==> config.mk <==
export PLATFORM = sky130hd
export DESIGN_NAME = dbp_div
export DESIGN_NICKNAME = d
export VERILOG_FILES = /design/src/rtl/core/dbp_pkg.sv /design/src/rtl/core/dbp_div.sv
export SDC_FILE = /design/constraint.sdc
export NUM_CORES = 2
export LEC_CHECK = 0
export BUFFER_PORTS_ARGS = -buffer_cell sky130_fd_sc_hd__buf_4
export CAP_MARGIN = 30
export CORE_MARGIN = 2
export CORE_UTILIZATION = 36
export CTS_BUF_LIST = sky130_fd_sc_hd__clkbuf_4
export DETAILED_ROUTE_END_ITERATION = 10
export PLACE_DENSITY = 0.51
export REMOVE_ABC_BUFFERS = 1
export SLEW_MARGIN = 10
export SYNTH_ARGS = -nofsm -noshare
export SYNTH_HDL_FRONTEND = slang
export SYNTH_SLANG_ARGS = --single-unit
export TNS_END_PERCENT = 5
==> constraint.sdc <==
create_clock -name clk -period 3.4 [get_ports clk]
set_clock_uncertainty 0.1 [all_clocks]
set_input_delay 0.68 -clock clk [delete_from_list [all_inputs] [get_ports clk]]
set_output_delay 0.68 -clock clk [all_outputs]
set_load 0.01 [all_outputs]
==> src/rtl/core/dbp_pkg.sv <==
`timescale 1ns / 1ps

package dbp_pkg;

    // fixed point format of coordinates, distances and settings
    localparam int FRAC_BITS = 16;

    localparam int EPS_RAW = ((1 << FRAC_BITS) + 500) / 1000;
    localparam int EPS     = (EPS_RAW < 1) ? 1 : EPS_RAW;
    localparam int WLO     = ((8 << FRAC_BITS) + 50) / 100;
    localparam int WHI     = ((82 << FRAC_BITS) + 50) / 100;

    // unit value of the near factor and of the eased parameter, Q0.16
    localparam int ONE_Q16 = 65536;

    localparam int COORD_W = 32;
    localparam int RAD_W   = 64;
    localparam int ROOT_W  = 32;
    // rounded quotient can reach exactly one, so it needs 17 bits
    localparam int NUM_W   = 48;
    localparam int QUOT_W  = 17;
    localparam int NEAR_W  = 17;
    localparam int WID_W   = 16;

    typedef enum logic [2:0] {
        REG_NEAR_DIST  = 3'd0,
        REG_FAR_DIST   = 3'd1,
        REG_NEAR_LIFT  = 3'd2,
        REG_FAR_LIFT   = 3'd3,
        REG_NEAR_WIDTH = 3'd4,
        REG_FAR_WIDTH  = 3'd5
    } reg_idx_t;

    typedef struct packed {
        logic signed [COORD_W-1:0] anchor_x;
        logic signed [COORD_W-1:0] anchor_y;
        logic signed [COORD_W-1:0] anchor_z;
        logic signed [COORD_W-1:0] cam_x;
        logic signed [COORD_W-1:0] cam_z;
    } req_t;

    typedef struct packed {
        logic signed [COORD_W-1:0] placed_x;
        logic signed [COORD_W-1:0] placed_y;
        logic signed [COORD_W-1:0] placed_z;
        logic        [NEAR_W-1:0]  nearness;
        logic        [WID_W-1:0]   width_ratio;
    } res_t;

    typedef struct packed {
        logic signed [COORD_W-1:0] near_dist;
        logic signed [COORD_W-1:0] far_dist;
        logic signed [COORD_W-1:0] near_lift;
        logic signed [COORD_W-1:0] far_lift;
        logic signed [COORD_W-1:0] near_width;
        logic signed [COORD_W-1:0] far_width;
    } cfg_t;

    // anchor coordinates that ride along the pipeline
    typedef struct packed {
        logic signed [COORD_W-1:0] ax;
        logic signed [COORD_W-1:0] ay;
        logic signed [COORD_W-1:0] az;
    } anchor_t;

    // outcome of the range check ahead of the divider
    typedef struct packed {
        anchor_t anc;
        logic    at_zero;
        logic    at_one;
    } div_side_t;

endpackage

==> src/rtl/core/dbp_div.sv <==
`timescale 1ns / 1ps

// restoring divider, one quotient bit per stage; dividend top part below divisor
module dbp_div
#(
    parameter int SIDE_W = 98
)
(
    input  logic                       clk,
    input  logic                       rst_n,
    input  logic                       en,
    input  logic                       in_valid,
    input  logic [dbp_pkg::NUM_W-1:0]  in_num,
    input  logic [31:0]                divisor,
    input  logic [SIDE_W-1:0]          in_side,
    output logic                       out_valid,
    output logic [dbp_pkg::QUOT_W-1:0] out_quot,
    output logic [SIDE_W-1:0]          out_side
);
    import dbp_pkg::*;

    localparam int N     = QUOT_W;
    localparam int REM_W = NUM_W - QUOT_W;

    logic              valid_reg [N];
    logic [REM_W-1:0]  rem_reg   [N];
    logic [QUOT_W-1:0] low_reg   [N];
    logic [QUOT_W-1:0] quot_reg  [N];
    logic [SIDE_W-1:0] side_reg  [N];

    for (genvar j = 0; j < N; j++)
    begin : g_stage
        logic              v_in;
        logic [REM_W-1:0]  rem_in;
        logic [QUOT_W-1:0] low_in;
        logic [QUOT_W-1:0] quot_in;
        logic [SIDE_W-1:0] side_in;
        logic [REM_W:0]    acc;
        logic              take;

        if (j == 0)
        begin : g_first
            assign v_in    = in_valid;
            assign rem_in  = in_num[NUM_W-1:QUOT_W];
            assign low_in  = in_num[QUOT_W-1:0];
            assign quot_in = '0;
            assign side_in = in_side;
        end
        else
        begin : g_next
            assign v_in    = valid_reg[j-1];
            assign rem_in  = rem_reg[j-1];
            assign low_in  = low_reg[j-1];
            assign quot_in = quot_reg[j-1];
            assign side_in = side_reg[j-1];
        end

        assign acc  = {rem_in, low_in[QUOT_W-1]};
        assign take = (acc >= divisor);

        always_ff @(posedge clk or negedge rst_n)
        begin
            if (!rst_n)
                valid_reg[j] <= 1'b0;
            else if (en)
                valid_reg[j] <= v_in;
        end

        always_ff @(posedge clk)
        begin
            if (en)
            begin
                low_reg[j]  <= {low_in[QUOT_W-2:0], 1'b0};
                side_reg[j] <= side_in;
                quot_reg[j] <= {quot_in[QUOT_W-2:0], take};
                if (take)
                    rem_reg[j] <= REM_W'(acc - divisor);
                else
                    rem_reg[j] <= REM_W'(acc);
            end
        end
    end

    assign out_valid = valid_reg[N-1];
    assign out_quot  = quot_reg[N-1];
    assign out_side  = side_reg[N-1];

endmodule

==> metrics.md <==
| Metric | Value |
|---|---|
| Status | complete, but fails checks |
| Failing checks | setup timing |
| Number of setup violations in the final report | between 200 and 300 |
| Cell taking the most area after synthesis | edfxtp_1 |
| Sink Count | about 2500 |
| PnR worst setup slack | -0.545 ns |
| Gpl congestion | between 0.8 and 0.9 |
| Yosys cell types | 85 |
| Initial antenna violation count | 23 |
| FFs w/ async S/R, synth | less than 1% |
| Inst Count DP | between 10000 and 15000 |
| Area share of the leading cell type in the synthesized netlist | 69.9% |
| Pin count of the biggest net entering global routing | ~130 |
| EDFF count, synth | between 2000 and 2500 |
| Total core area | 291000 sq um |
| Starting DRC count in detailed routing | 3707 |
| P&R area growth vs syn | 32.1% |
| WS Path Type | flip-flop to flip-flop |
| Worst Tran Pin Value | ~0.87 ns |
| VDD IR-drop max | approximately 0.32 mV |
| Pins Over Slew Limit | 0 |
| Overall Power | approximately 110 mW |
| Nets@finish | ~11000 |
| Die area | 297000 sq um |
| Antenna viol nets, final | 0 |
| Final Cycle Share | 116% |
| Post-DP HPWL | ~170000 um |
| CTS buffer count | approximately 670 |
| Crit Path Max Fanout | 7 |
| Initial Util | between 30% and 40% |
| Avg Inst Size Synth | ~15 sq um |
| Worst-case clock buffer depth | 4 |
| First-pass DRT Iterations | 5 |
| Pre-CTS WS | -1.45 ns |
| Clk_lat worst skew | roughly 1.5 ns |
| Avg WL per Cell | between 15 and 20 um |
| Number of global-route vias before repair | about 72000 |
| Fraction of layout cells with a size suffix above 1 | between 30% and 40% |
| Peak Freq | between 200 and 300 MHz |
| Die width | approximately 540 um |
| Non-Filler Instances | 14409 |
| GRT Util Overall | between 10% and 20% |
| Vias per cell | between 4 and 5 |
| Max reg flops | about 1700 |
| Yosys reg bits | approximately 2500 |
| Post-Syn Area | 105000 sq um |
| Row count | a little under 200 |
| Fin crit period | roughly 4 ns |
| Pwr Density | 771 nW/um^2 |
| Setup crit start kind | flip-flop |
| Synth top area cells | edfxtp_1, ha_1, a21oi_1 |
| Via count | about 68000 |
| I/O Buffers | between 200 and 300 |
| Routed WL | approximately 240000 um |
| CTS tree | done |
| Die height | around 540 um |
| Crit end category | flip-flop |
| First-pass GRT wire length | between 300000 and 400000 um |
| Root Buffer | clkbuf_4 |
| Ports | between 200 and 300 |
| Max cap viols | 0 |
| Final Hold Fails | 0 |
| RSZ-0062 raised after global routing | true |
| Worst slew margin relative to its limit | 41.6% |
| Synth Instances | ~7000 |
| H-tree levels | 6 |
| Post-route DRC | 0 |
| Min-Delay Path Class | flip-flop to flip-flop |
| Fin util | approximately 48% |
| Register area share after synthesis | between 70% and 80% |
| Clock slew at reported path FFs | 0.06 ns |
| Static Leak | around 56 nW |
| Dominant synthesized flop cell | edfxtp_1 |
| CP arrival | 4.96 ns |
| Total gr overflow | 0 |
| Req. time, crit path | between 4 and 5 ns |
| Ys Warns | 0 |
-- cell type report --
type,instances,area (sq um)
fill,25596,152000
antenna,16,40.0
multi-input combinational,4242,30600
tap,3900,4880
sequential,2468,74000
clock buffer,949,7120
inverter,203,762
timing repair buffer,2446,20500
clock inverter,185,1150
-- synth_stat cells, types with 47 or more instances --
| cell type | n |
|---|---|
| inv_1 | 203 |
| a31oi_1 | 53 |
| a21oi_1 | 552 |
| o21ai_0 | 409 |
| o21bai_1 | 85 |
| edfxtp_1 | 2451 |
| xor2_1 | 154 |
| mux2_2 | 141 |
| nand2b_1 | 65 |
| nor2b_1 | 47 |
| a211oi_1 | 52 |
| o21a_1 | 76 |
| nor3_1 | 76 |
| a21o_1 | 290 |
| nand4_1 | 88 |
| nand2_1 | 448 |
| o31ai_1 | 54 |
| nor2_1 | 371 |
| clkbuf_1 | 129 |
| xnor2_1 | 251 |
| nand3_1 | 72 |
| ha_1 | 544 |
-- cells in the final DEF, fill, tap and decap left out, drive strengths merged, types with 17 or more instances in the layout --
cell type and instances:
xor2 154, a211oi 53, a21oi 553, nand2 448, a21o 290, and2 17
nand3 72, buf 2080, nor2 371, o21a 76, nand2b 65, dlygate4sd3 362
and3 37, o21ai 418, dfrtp 17, inv 234, a21boi 23, o211ai 32
a31oi 53, clkinv 143, o21bai 85, nor3 77, nand4 88, nor2b 47
o31ai 55, ha 544, xnor2 251, clkbuf 950, or3 20, edfxtp 2451
mux2 154
-- per-stage QoR --
stage                     setup TNS, ns  area [sq um]  hold WS (ns)
after floorplan                 -825.92        105000         0.284
after global placement          -456.47        126000         0.300
after CTS                        -38.76        139000       0.00698
final                            -42.99        139000         0.262
after detailed placement        -481.97        126000         0.305
after global routing             -83.42        139000         0.105
-- report_power, final --
group          switching (mW)  leakage (nW)  internal (mW)
Combinational            18.9          26.8           21.1
Clock                    12.3          4.91           13.2
Sequential               2.10          24.2           39.6
-- worst max-delay path, cell delays in order (launching register included) --
cell and delay, ns:
edfxtp_1 0.40, inv_1 0.08, ha_2 0.19, inv_2 0.04, fa_2 0.34, a211oi_2 0.26, o21bai_1 0.14, o311a_1 0.37
a211o_1 0.33, a311oi_4 0.30, buf_6 0.17, a31oi_4 0.09, a211oi_4 0.23, nand2_4 0.16, buf_12 0.19, mux2_4 0.29
-- path summary, 6_finish.rpt --
kind                            slack, ns                end         startpoint  depth (start not counted)
worst max register to register      -0.54     rem_reg[13][8]    low_reg[0][207]                         15
worst min-delay path                 0.26  side_reg[0][1456]  side_reg[0][1358]                          0
worst max-delay path                -0.54     rem_reg[13][8]    low_reg[0][207]                         15
max in group asynchronous            2.40   g_stage[10].v_in              rst_n                          3
min in group asynchronous            0.31   g_stage[16].v_in              rst_n                          3
worst min register to register       0.26  side_reg[0][1456]  side_reg[0][1358]                          0
-- logic make-up (layout without fill, tap and decap cells) --
group	Yosys count	in the layout	synth area share [%]
xor+xnor	405	405	3.37
mux	165	165	1.75
compound gates	1792	1792	10.7
simple gates	1320	1320	5.82
fa+ha+maj	560	560	6.77
flops	2468	2468	70.3
buf+inv	363	3783	1.32
other cells	0	16	0
-- what timing repair did --
item / in CTS / in global routing
setup buffers: 26 / 6
hold buffers: 364 / 1
pin swaps: 50 / 14
endpoints found under the setup margin: 439 / 471
endpoints found under the hold margin: 1678 / 4
cloned: 6 / 1
resized for setup: 196 / 34
-- metal layers --
layer  track usage, %  routed length, um  vias to the layer above
met3             3.27              10900                      570
met2             26.8             115000                     1426
li1                 -                  -                    33669
met1             19.3             102000                    32689
met5                0                 46                        -
met4             6.94               8790                        6
Power figures use the tool's default switching activity.
