### src/rtl/core/dbp_pkg.sv
`timescale 1ns / 1ps

package dbp_pkg;

    // fixed point format of coordinates, distances and settings
    localparam int FRAC_BITS = 16;

    localparam int EPS_RAW = ((1 << FRAC_BITS) + 500) / 1000;
    localparam int EPS     = (EPS_RAW < 1) ? 1 : EPS_RAW;
    localparam int WLO     = ((8 << FRAC_BITS) + 50) / 100;
    localparam int WHI     = ((82 << FRAC_BITS) + 50) / 100;

    // unit value of the near factor and of the eased parameter, Q0.16
    localparam int ONE_Q16 = 65536;

    localparam int COORD_W = 32;
    localparam int RAD_W   = 64;
    localparam int ROOT_W  = 32;
    // rounded quotient can reach exactly one, so it needs 17 bits
    localparam int NUM_W   = 48;
    localparam int QUOT_W  = 17;
    localparam int NEAR_W  = 17;
    localparam int WID_W   = 16;

    typedef enum logic [2:0] {
        REG_NEAR_DIST  = 3'd0,
        REG_FAR_DIST   = 3'd1,
        REG_NEAR_LIFT  = 3'd2,
        REG_FAR_LIFT   = 3'd3,
        REG_NEAR_WIDTH = 3'd4,
        REG_FAR_WIDTH  = 3'd5
    } reg_idx_t;

    typedef struct packed {
        logic signed [COORD_W-1:0] anchor_x;
        logic signed [COORD_W-1:0] anchor_y;
        logic signed [COORD_W-1:0] anchor_z;
        logic signed [COORD_W-1:0] cam_x;
        logic signed [COORD_W-1:0] cam_z;
    } req_t;

    typedef struct packed {
        logic signed [COORD_W-1:0] placed_x;
        logic signed [COORD_W-1:0] placed_y;
        logic signed [COORD_W-1:0] placed_z;
        logic        [NEAR_W-1:0]  nearness;
        logic        [WID_W-1:0]   width_ratio;
    } res_t;

    typedef struct packed {
        logic signed [COORD_W-1:0] near_dist;
        logic signed [COORD_W-1:0] far_dist;
        logic signed [COORD_W-1:0] near_lift;
        logic signed [COORD_W-1:0] far_lift;
        logic signed [COORD_W-1:0] near_width;
        logic signed [COORD_W-1:0] far_width;
    } cfg_t;

    // anchor coordinates that ride along the pipeline
    typedef struct packed {
        logic signed [COORD_W-1:0] ax;
        logic signed [COORD_W-1:0] ay;
        logic signed [COORD_W-1:0] az;
    } anchor_t;

    // outcome of the range check ahead of the divider
    typedef struct packed {
        anchor_t anc;
        logic    at_zero;
        logic    at_one;
    } div_side_t;

endpackage

### src/rtl/core/dbp_regs.sv
`timescale 1ns / 1ps

module dbp_regs
(
    input  logic          clk,
    input  logic          rst_n,
    input  logic          psel,
    input  logic          penable,
    input  logic          pwrite,
    input  logic [4:0]    paddr,
    input  logic [31:0]   pwdata,
    output logic [31:0]   prdata,
    output logic          pready,
    output dbp_pkg::cfg_t cfg
);
    import dbp_pkg::*;

    cfg_t     cfg_reg;
    reg_idx_t idx;
    logic     wr;

    assign idx    = reg_idx_t'(paddr[4:2]);
    assign wr     = psel & penable & pwrite;
    assign pready = 1'b1;
    assign cfg    = cfg_reg;

    always_ff @(posedge clk or negedge rst_n)
    begin
        if (!rst_n)
        begin
            cfg_reg.near_dist  <= 32'sd0;
            cfg_reg.far_dist   <= 32'sd655360;
            cfg_reg.near_lift  <= 32'sd0;
            cfg_reg.far_lift   <= 32'sd0;
            cfg_reg.near_width <= 32'sd19661;
            cfg_reg.far_width  <= 32'sd19661;
        end
        else if (wr)
        begin
            unique case (idx)
                REG_NEAR_DIST:  cfg_reg.near_dist  <= pwdata;
                REG_FAR_DIST:   cfg_reg.far_dist   <= pwdata;
                REG_NEAR_LIFT:  cfg_reg.near_lift  <= pwdata;
                REG_FAR_LIFT:   cfg_reg.far_lift   <= pwdata;
                REG_NEAR_WIDTH: cfg_reg.near_width <= pwdata;
                REG_FAR_WIDTH:  cfg_reg.far_width  <= pwdata;
                default:        ;
            endcase
        end
    end

    always_comb
    begin
        unique case (idx)
            REG_NEAR_DIST:  prdata = cfg_reg.near_dist;
            REG_FAR_DIST:   prdata = cfg_reg.far_dist;
            REG_NEAR_LIFT:  prdata = cfg_reg.near_lift;
            REG_FAR_LIFT:   prdata = cfg_reg.far_lift;
            REG_NEAR_WIDTH: prdata = cfg_reg.near_width;
            REG_FAR_WIDTH:  prdata = cfg_reg.far_width;
            default:        prdata = '0;
        endcase
    end

endmodule

### config.mk
export PLATFORM = sky130hd
export DESIGN_NAME = dbp_regs
export DESIGN_NICKNAME = d
export VERILOG_FILES = /design/src/rtl/core/dbp_pkg.sv /design/src/rtl/core/dbp_regs.sv
export SDC_FILE = /design/constraint.sdc
export NUM_CORES = 1
export LEC_CHECK = 0
export BUFFER_PORTS_ARGS = -buffer_cell sky130_fd_sc_hd__buf_2
export CAP_MARGIN = 10
export CORE_ASPECT_RATIO = 1.2
export CORE_MARGIN = 1.5
export CORE_UTILIZATION = 45
export CTS_BUF_LIST = sky130_fd_sc_hd__clkbuf_16
export DETAILED_ROUTE_END_ITERATION = 8
export GPL_ROUTABILITY_DRIVEN = 0
export PLACE_DENSITY = 0.74
export SLEW_MARGIN = 40
export SYNTH_ARGS = -nofsm -noshare
export SYNTH_HDL_FRONTEND = slang
export SYNTH_SLANG_ARGS = --single-unit
### constraint.sdc
create_clock -name clk -period 1.87 [get_ports clk]
set_input_delay 0.4675 -clock clk [delete_from_list [all_inputs] [get_ports clk]]
set_output_delay 0.4675 -clock clk [all_outputs]
set_load 0.03 [all_outputs]
==> impl_metrics.env, run 1 <==
export IMPL_start_util_pct=45.8
export IMPL_syn_nets=672
export IMPL_synth_area_leaders="dfrtp_1 49%, mux2_2 28%, dfstp_2 5.3%, mux2i_1 3.2%, a221oi_1 2.0%"
export IMPL_largest_reg_flops=192
export IMPL_synthAdderAreaFrac_pct=0
export IMPL_cap_violations=0
export IMPL_ios=267
export IMPL_violations="setup timing"
export IMPL_synth_cell_types=29
export IMPL_crit_type="register to output port"
export IMPL_synth_xor_area_share_pct=0
export IMPL_viasPerCell=5.40
export IMPL_p_int_w=0.00943
export IMPL_netlist_top_cells_count="226 x mux2_2, 174 x dfrtp_1, 39 x nand2_1"
export IMPL_avgSynthCellArea_um2=14.2
export IMPL_chipHeight_um=157
export IMPL_synthCells=630
export IMPL_ys_seq_area_share_pct=54.0
export IMPL_cts_tree="built"
export IMPL_drtAntennaViolNets=0
export IMPL_yosys_area_share_simple_pct=4.29
export IMPL_num_vias=6923
export IMPL_hold_viol=0
export IMPL_period_needed_ns=2.14
export IMPL_syn_to_final_growth_pct=51.5
export IMPL_crit_start="cfg[182]"
export IMPL_seqPwrFrac_pct=37.3
export IMPL_r2r_cells=3
export IMPL_switching_power_w=0.00579
export IMPL_clockBufferDepth=2
export IMPL_clkPwrFrac_pct=24.8
export IMPL_final_max_slew_viol_count=0
export IMPL_regToRegStartpoint="cfg[183]"
export IMPL_muxShareOfSynthArea_pct=32.7
export IMPL_synth_edf_count=0
export IMPL_dpl_cell_area_um2=11800
export IMPL_reg2reg_slack_ns=0.81
export IMPL_root_buffer="clkbuf_16"
export IMPL_crit_required_ns=1.40
export IMPL_powerDensity_nw_per_um2=1120
export IMPL_regArea_um2=4830
export IMPL_clock_latency_ns=0.43
export IMPL_drtPass1Iterations=4
export IMPL_cp_max_fo=3
export IMPL_post_dp_hpwl_mm=18.2
export IMPL_rsz0062_at_grt="yes"
export IMPL_p_sw_share_pct=38.1
export IMPL_clk_pin_slew_ns=0.08
export IMPL_gr_usage_all_layers_pct=26.7
export IMPL_arrival_ns=1.67
export IMPL_setup_ws_ns=-0.267
export IMPL_die_width_um=132
export IMPL_grt_pass1_vias=7279
export IMPL_grt_ovfl_total=0
export IMPL_core_um2=19500
export IMPL_timing_fmax_mhz=468
export IMPL_fin_worst_skew_ns=0
export IMPL_diodes=0
export IMPL_min_path_cells=2
export IMPL_yosysTopAreaCellShare_pct=48.7
export IMPL_peakVddDrop_uv=645
export IMPL_multiInputGateArea_um2=4640
export IMPL_async_reset_ff_share_pct=100
export IMPL_nNetsFinal=1049
export IMPL_synth_seq_cells=192
export IMPL_fin_crit_sh_pct=114
export IMPL_grt_max_degree=48
export IMPL_finalPower_w=0.0152
export IMPL_placementRows=56
export IMPL_endpoint_kind="output port"
export IMPL_htreeDepth=4
export IMPL_numPortBuffers=263
export IMPL_worst_setup_path_start_kind="register"
export IMPL_yosys_most_used_dff="dfrtp_1"
export IMPL_antenna_found_initial=0
export IMPL_hold_path_end="cfg[29]"
export IMPL_drive_above_1_share_pct=74.1
export IMPL_stdcell_area_um2=13600
export IMPL_die_area_um2=20700
export IMPL_power_leakage_nw=6.51
export IMPL_routed_wl_mm=27.4
export IMPL_p_comb_share_pct=37.9
export IMPL_grt_pass1_wl_mm=42.3
export IMPL_whs_ns=0.331
export IMPL_status="complete, but fails checks"
export IMPL_worstReg2RegEnd="cfg[183]"
export IMPL_yosysMostFrequentCell="mux2_2"
export IMPL_synth_compound_area_share_pct=5.09
export IMPL_wl_per_cell_um=21.4
export IMPL_drtIter0Drc=352
export IMPL_place_ws_ns=-0.439
export IMPL_fillers=1361
export IMPL_yosysWarnings=0
export IMPL_numPlacedInstances=1176
export IMPL_min_path_type="input port to register"
export IMPL_synth_top_family_by_area="multiplexers"
export IMPL_layoutNonFillerInstCount=1281
export IMPL_cts_made_buffers=17
export IMPL_drc=0
export IMPL_worstHoldStart="pwdata[29]"
export IMPL_setup_viol=32
export IMPL_syn_area_um2=8950
export IMPL_cts_sinks=192
export IMPL_synth_top_cell_by_area="dfrtp_1"
[per-layer routing]
layer,GRT usage (%),wire length [µm]
met5,0,0
met4,10.0,669
met3,6.15,1520
met2,45.5,13700
met1,33.3,11600
[layout by cell type, fill, tap and decap left out, drive strengths merged]
| cell | count |
|---|---|
| nor3 | 2 |
| nor2 | 7 |
| bufinv | 2 |
| a21oi | 6 |
| nand4 | 1 |
| clkbuf | 18 |
| dfrtp | 174 |
| bufbuf | 3 |
| nand3 | 3 |
| nand2 | 39 |
| dlygate4sd3 | 1 |
| clkinv | 6 |
| mux2 | 234 |
| inv | 8 |
| and3b | 3 |
| nand4b | 1 |
| nor2b | 1 |
| o221ai | 10 |
| a211oi | 2 |
| nand2b | 2 |
| o22a | 1 |
| buf | 400 |
| conb | 1 |
| dfstp | 18 |
| mux2i | 29 |
| a221oi | 20 |
| a31oi | 19 |
| a311o | 2 |
| or3 | 7 |
[logic make-up (layout without fill, tap and decap cells)]
group | after synthesis | count (layout)
muxes | 263 | 263
other | 1 | 1
AOI/OAI and AO/OA | 60 | 60
and+or+nand+nor | 66 | 66
buffers and inverters | 48 | 438
DFF | 192 | 192
[worst max-delay path, stage by stage (launching register included)]
cell	delay [ns]
dfrtp_1	0.41
mux2_4	0.28
a221oi_2	0.21
buf_4	0.15
a31oi_4	0.03
buf_6	0.15
[how the worst max path moves through the flow]
stage | endpoint | slack, ns | depth (start not counted)
6_report | prdata[22] | -0.27 | 5
5_1_grt | prdata[22] | -0.34 | 5
4_1_cts | prdata[22] | -0.28 | 5
3_5_place_dp | prdata[9] | -0.44 | 6
3_3_place_gp | prdata[5] | -0.41 | 6
2_1_floorplan | prdata[9] | -0.02 | 5
[timing repair]
item	CTS	global route
cloned	6	0
endpoints found under the setup margin	32	32
setup buffers	54	12
hold buffers	1	0
endpoints found under the hold margin	26	0
pin swaps	23	9
gates resized for setup	111	11
[power groups by stage]
stage	clock, W	sequential, W	combinational (W)
floorplan	0	0.00730	0.00185
global placement	0	0.00573	0.00496
detailed placement	0	0.00577	0.00504
CTS	0.00385	0.00566	0.00567
global route	0.00399	0.00579	0.00606
finish	0.00378	0.00568	0.00577
[cell type report]
cell class,instances,area share (%)
Sequential cell,192,35.6
Timing Repair Buffer,405,23.3
Tap cell,261,2.41
Clock inverter,15,1.29
Clock buffer,17,3.14
Inverter,1,0.0369
Multi-Input combinational cell,390,34.2
[metrics by stage]
stage / util (%) / TNS (ns)
2_1_floorplan: - / -0.346
3_3_place_gp: 60.4 / -44.12
3_5_place_dp: 60.4 / -47.44
4_1_cts: 68.6 / -5.35
5_1_grt: 69.3 / -6.64
6_report: 69.3 / -4.93
Power figures use the tool's default switching activity.
==> inputs of run 2 (changes only) <==
--- a/config.mk
+++ b/config.mk
@@ -13,6 +13,7 @@
 export CTS_BUF_LIST = sky130_fd_sc_hd__clkbuf_16
 export DETAILED_ROUTE_END_ITERATION = 8
 export GPL_ROUTABILITY_DRIVEN = 0
+export GPL_TIMING_DRIVEN = 0
 export PLACE_DENSITY = 0.74
 export SLEW_MARGIN = 40
 export SYNTH_ARGS = -nofsm -noshare
==> impl_metrics.env, run 2 (synthesis gave the netlist of run 1 again) <==
export IMPL_layout_common_cells="227 x buf_2, 210 x mux2_2, 174 x dfrtp_1, 47 x buf_6, 38 x nand2_1"
export IMPL_setup_viol=32
export IMPL_rsz0062_at_grt="yes"
export IMPL_cp_max_fo=7
export IMPL_cts_tree="built"
export IMPL_layout_commonest_cell="buf_2"
export IMPL_grt_max_degree=70
export IMPL_grt_met3_usage_pct=7.18
export IMPL_place_ws_ns=-0.587
export IMPL_placementRows=56
export IMPL_worst_setup_path_start_kind="input port"
export IMPL_clock_latency_ns=0.43
export IMPL_clk_pin_slew_ns=0.07
export IMPL_chipHeight_um=157
export IMPL_ios=267
export IMPL_drtIter0Drc=322
export IMPL_htreeDepth=4
export IMPL_grt_ovfl_total=0
export IMPL_powerDensity_nw_per_um2=1150
export IMPL_wl_per_cell_um=24.3
export IMPL_nNetsFinal=990
export IMPL_period_needed_ns=2.18
export IMPL_drtPass1Iterations=6
export IMPL_grt_busiest_layer="met2"
export IMPL_numPortBuffers=262
export IMPL_final_max_slew_viol_count=0
export IMPL_peakVddDrop_uv=680
export IMPL_arrival_ns=1.71
export IMPL_status="complete, but fails checks"
export IMPL_root_buffer="clkbuf_16"
export IMPL_power_leakage_nw=6.15
export IMPL_p_comb_share_pct=36.5
export IMPL_cap_violations=0
export IMPL_min_path_type="input port to register"
export IMPL_core_um2=19500
export IMPL_fin_worst_skew_ns=0
export IMPL_largest_reg_flops=192
export IMPL_grt_pass1_vias=7025
export IMPL_setup_ws_ns=-0.309
export IMPL_fillers=1469
export IMPL_grt_util_met2_pct=50.1
export IMPL_met1_usage_pct=36.3
export IMPL_p_int_w=0.00923
export IMPL_grt_pass1_wl_mm=44.4
export IMPL_clkPwrFrac_pct=25.3
export IMPL_fin_crit_sh_pct=117
export IMPL_post_dp_hpwl_mm=19.7
export IMPL_p_sw_share_pct=38.0
export IMPL_crit_required_ns=1.40
export IMPL_die_width_um=132
export IMPL_clockBufferDepth=2
export IMPL_viasPerCell=5.56
export IMPL_seqPwrFrac_pct=38.3
export IMPL_cts_made_buffers=17
export IMPL_die_area_um2=20700
export IMPL_finalPower_w=0.0149
export IMPL_routed_wl_mm=29.7
export IMPL_drc=0
export IMPL_syn_to_final_growth_pct=45.1
export IMPL_drive_above_1_share_pct=72.2
export IMPL_crit_type="input port to output port"
export IMPL_switching_power_w=0.00565
export IMPL_drtAntennaViolNets=0
export IMPL_violations="setup timing"
export IMPL_timing_fmax_mhz=459
export IMPL_diodes=0
export IMPL_gr_usage_all_layers_pct=29.1
export IMPL_antenna_found_initial=0
export IMPL_endpoint_kind="output port"
export IMPL_num_vias=6789
export IMPL_start_util_pct=45.8
export IMPL_hold_viol=0
export IMPL_cts_sinks=192
## run 2: per-stage QoR
step / area [µm²] / TNS [ns] / cells / utilization [%] / hold slack, ns
6_report: 13000 / -7.63 / 1222 / 66.4 / 0.336
5_1_grt: 13000 / -8.97 / 1222 / 66.4 / 0.327
4_1_cts: 12900 / -7.56 / 1214 / 66.1 / 0.316
3_5_place_dp: 11500 / -22.78 / 1156 / 58.7 / 0.317
3_3_place_gp: 11400 / -551.35 / 1153 / 58.2 / 0.492
2_1_floorplan: 9750 / -0.346 / 630 / - / 0.172
## run 2: area by class of cell
type	instances	area (µm²)	area share, %
Sequential cell	192	4830	37.2
Multi-Input combinational cell	390	4600	35.5
Timing Repair Buffer	301	2020	15.5
Buffer	45	609	4.69
Clock buffer	17	425	3.28
Tap cell	261	327	2.51
Clock inverter	15	166	1.28
Inverter	1	8.76	0.0674
## run 2: metal layers
metal  share of wire, %  vias up
met2                 50      251
li1                   -     2983
met1                 41     3510
met3                6.5       45
met5                  0        -
met4                2.4        0
## run 2: path summary, 6_finish.rpt
path                            startpoint    endpoint  slack (ns)  depth (start not counted)
worst max-delay path              paddr[3]  prdata[24]       -0.31                          8
worst min-delay path            pwdata[23]    cfg[183]        0.34                          2
min in group asynchronous            rst_n    cfg[143]        0.45                          2
worst max register to register    cfg[158]    cfg[158]        0.96                          2
max in group asynchronous            rst_n     cfg[34]        0.43                          4
worst min register to register    cfg[182]    cfg[182]        0.52                          1
## run 2: power groups by stage
| stage | Combinational, W | Sequential, W | Clock [W] |
|---|---|---|---|
| 2_1_floorplan | 0.00185 | 0.00730 | 0 |
| 3_5_place_dp | 0.00501 | 0.00575 | 0 |
| 6_report | 0.00543 | 0.00570 | 0.00376 |
| 4_1_cts | 0.00541 | 0.00568 | 0.00382 |
| 5_1_grt | 0.00568 | 0.00581 | 0.00400 |
| 3_3_place_gp | 0.00493 | 0.00571 | 0 |
## run 2: timing repair
action,4_1_cts,5_1_grt
hold buffers,1,0
resized for setup,142,13
endpoints found under the hold margin,20,0
gates cloned,6,0
endpoints found under the setup margin,32,32
buffers inserted,20,11
pin swaps,28,14
## run 2: critical path, stage by stage
cell,delay (ns)
buf_8,0.10
buf_12,0.13
buf_8,0.12
buf_6,0.11
mux2_4,0.30
a221oi_4,0.25
a31oi_4,0.06
buf_6,0.15
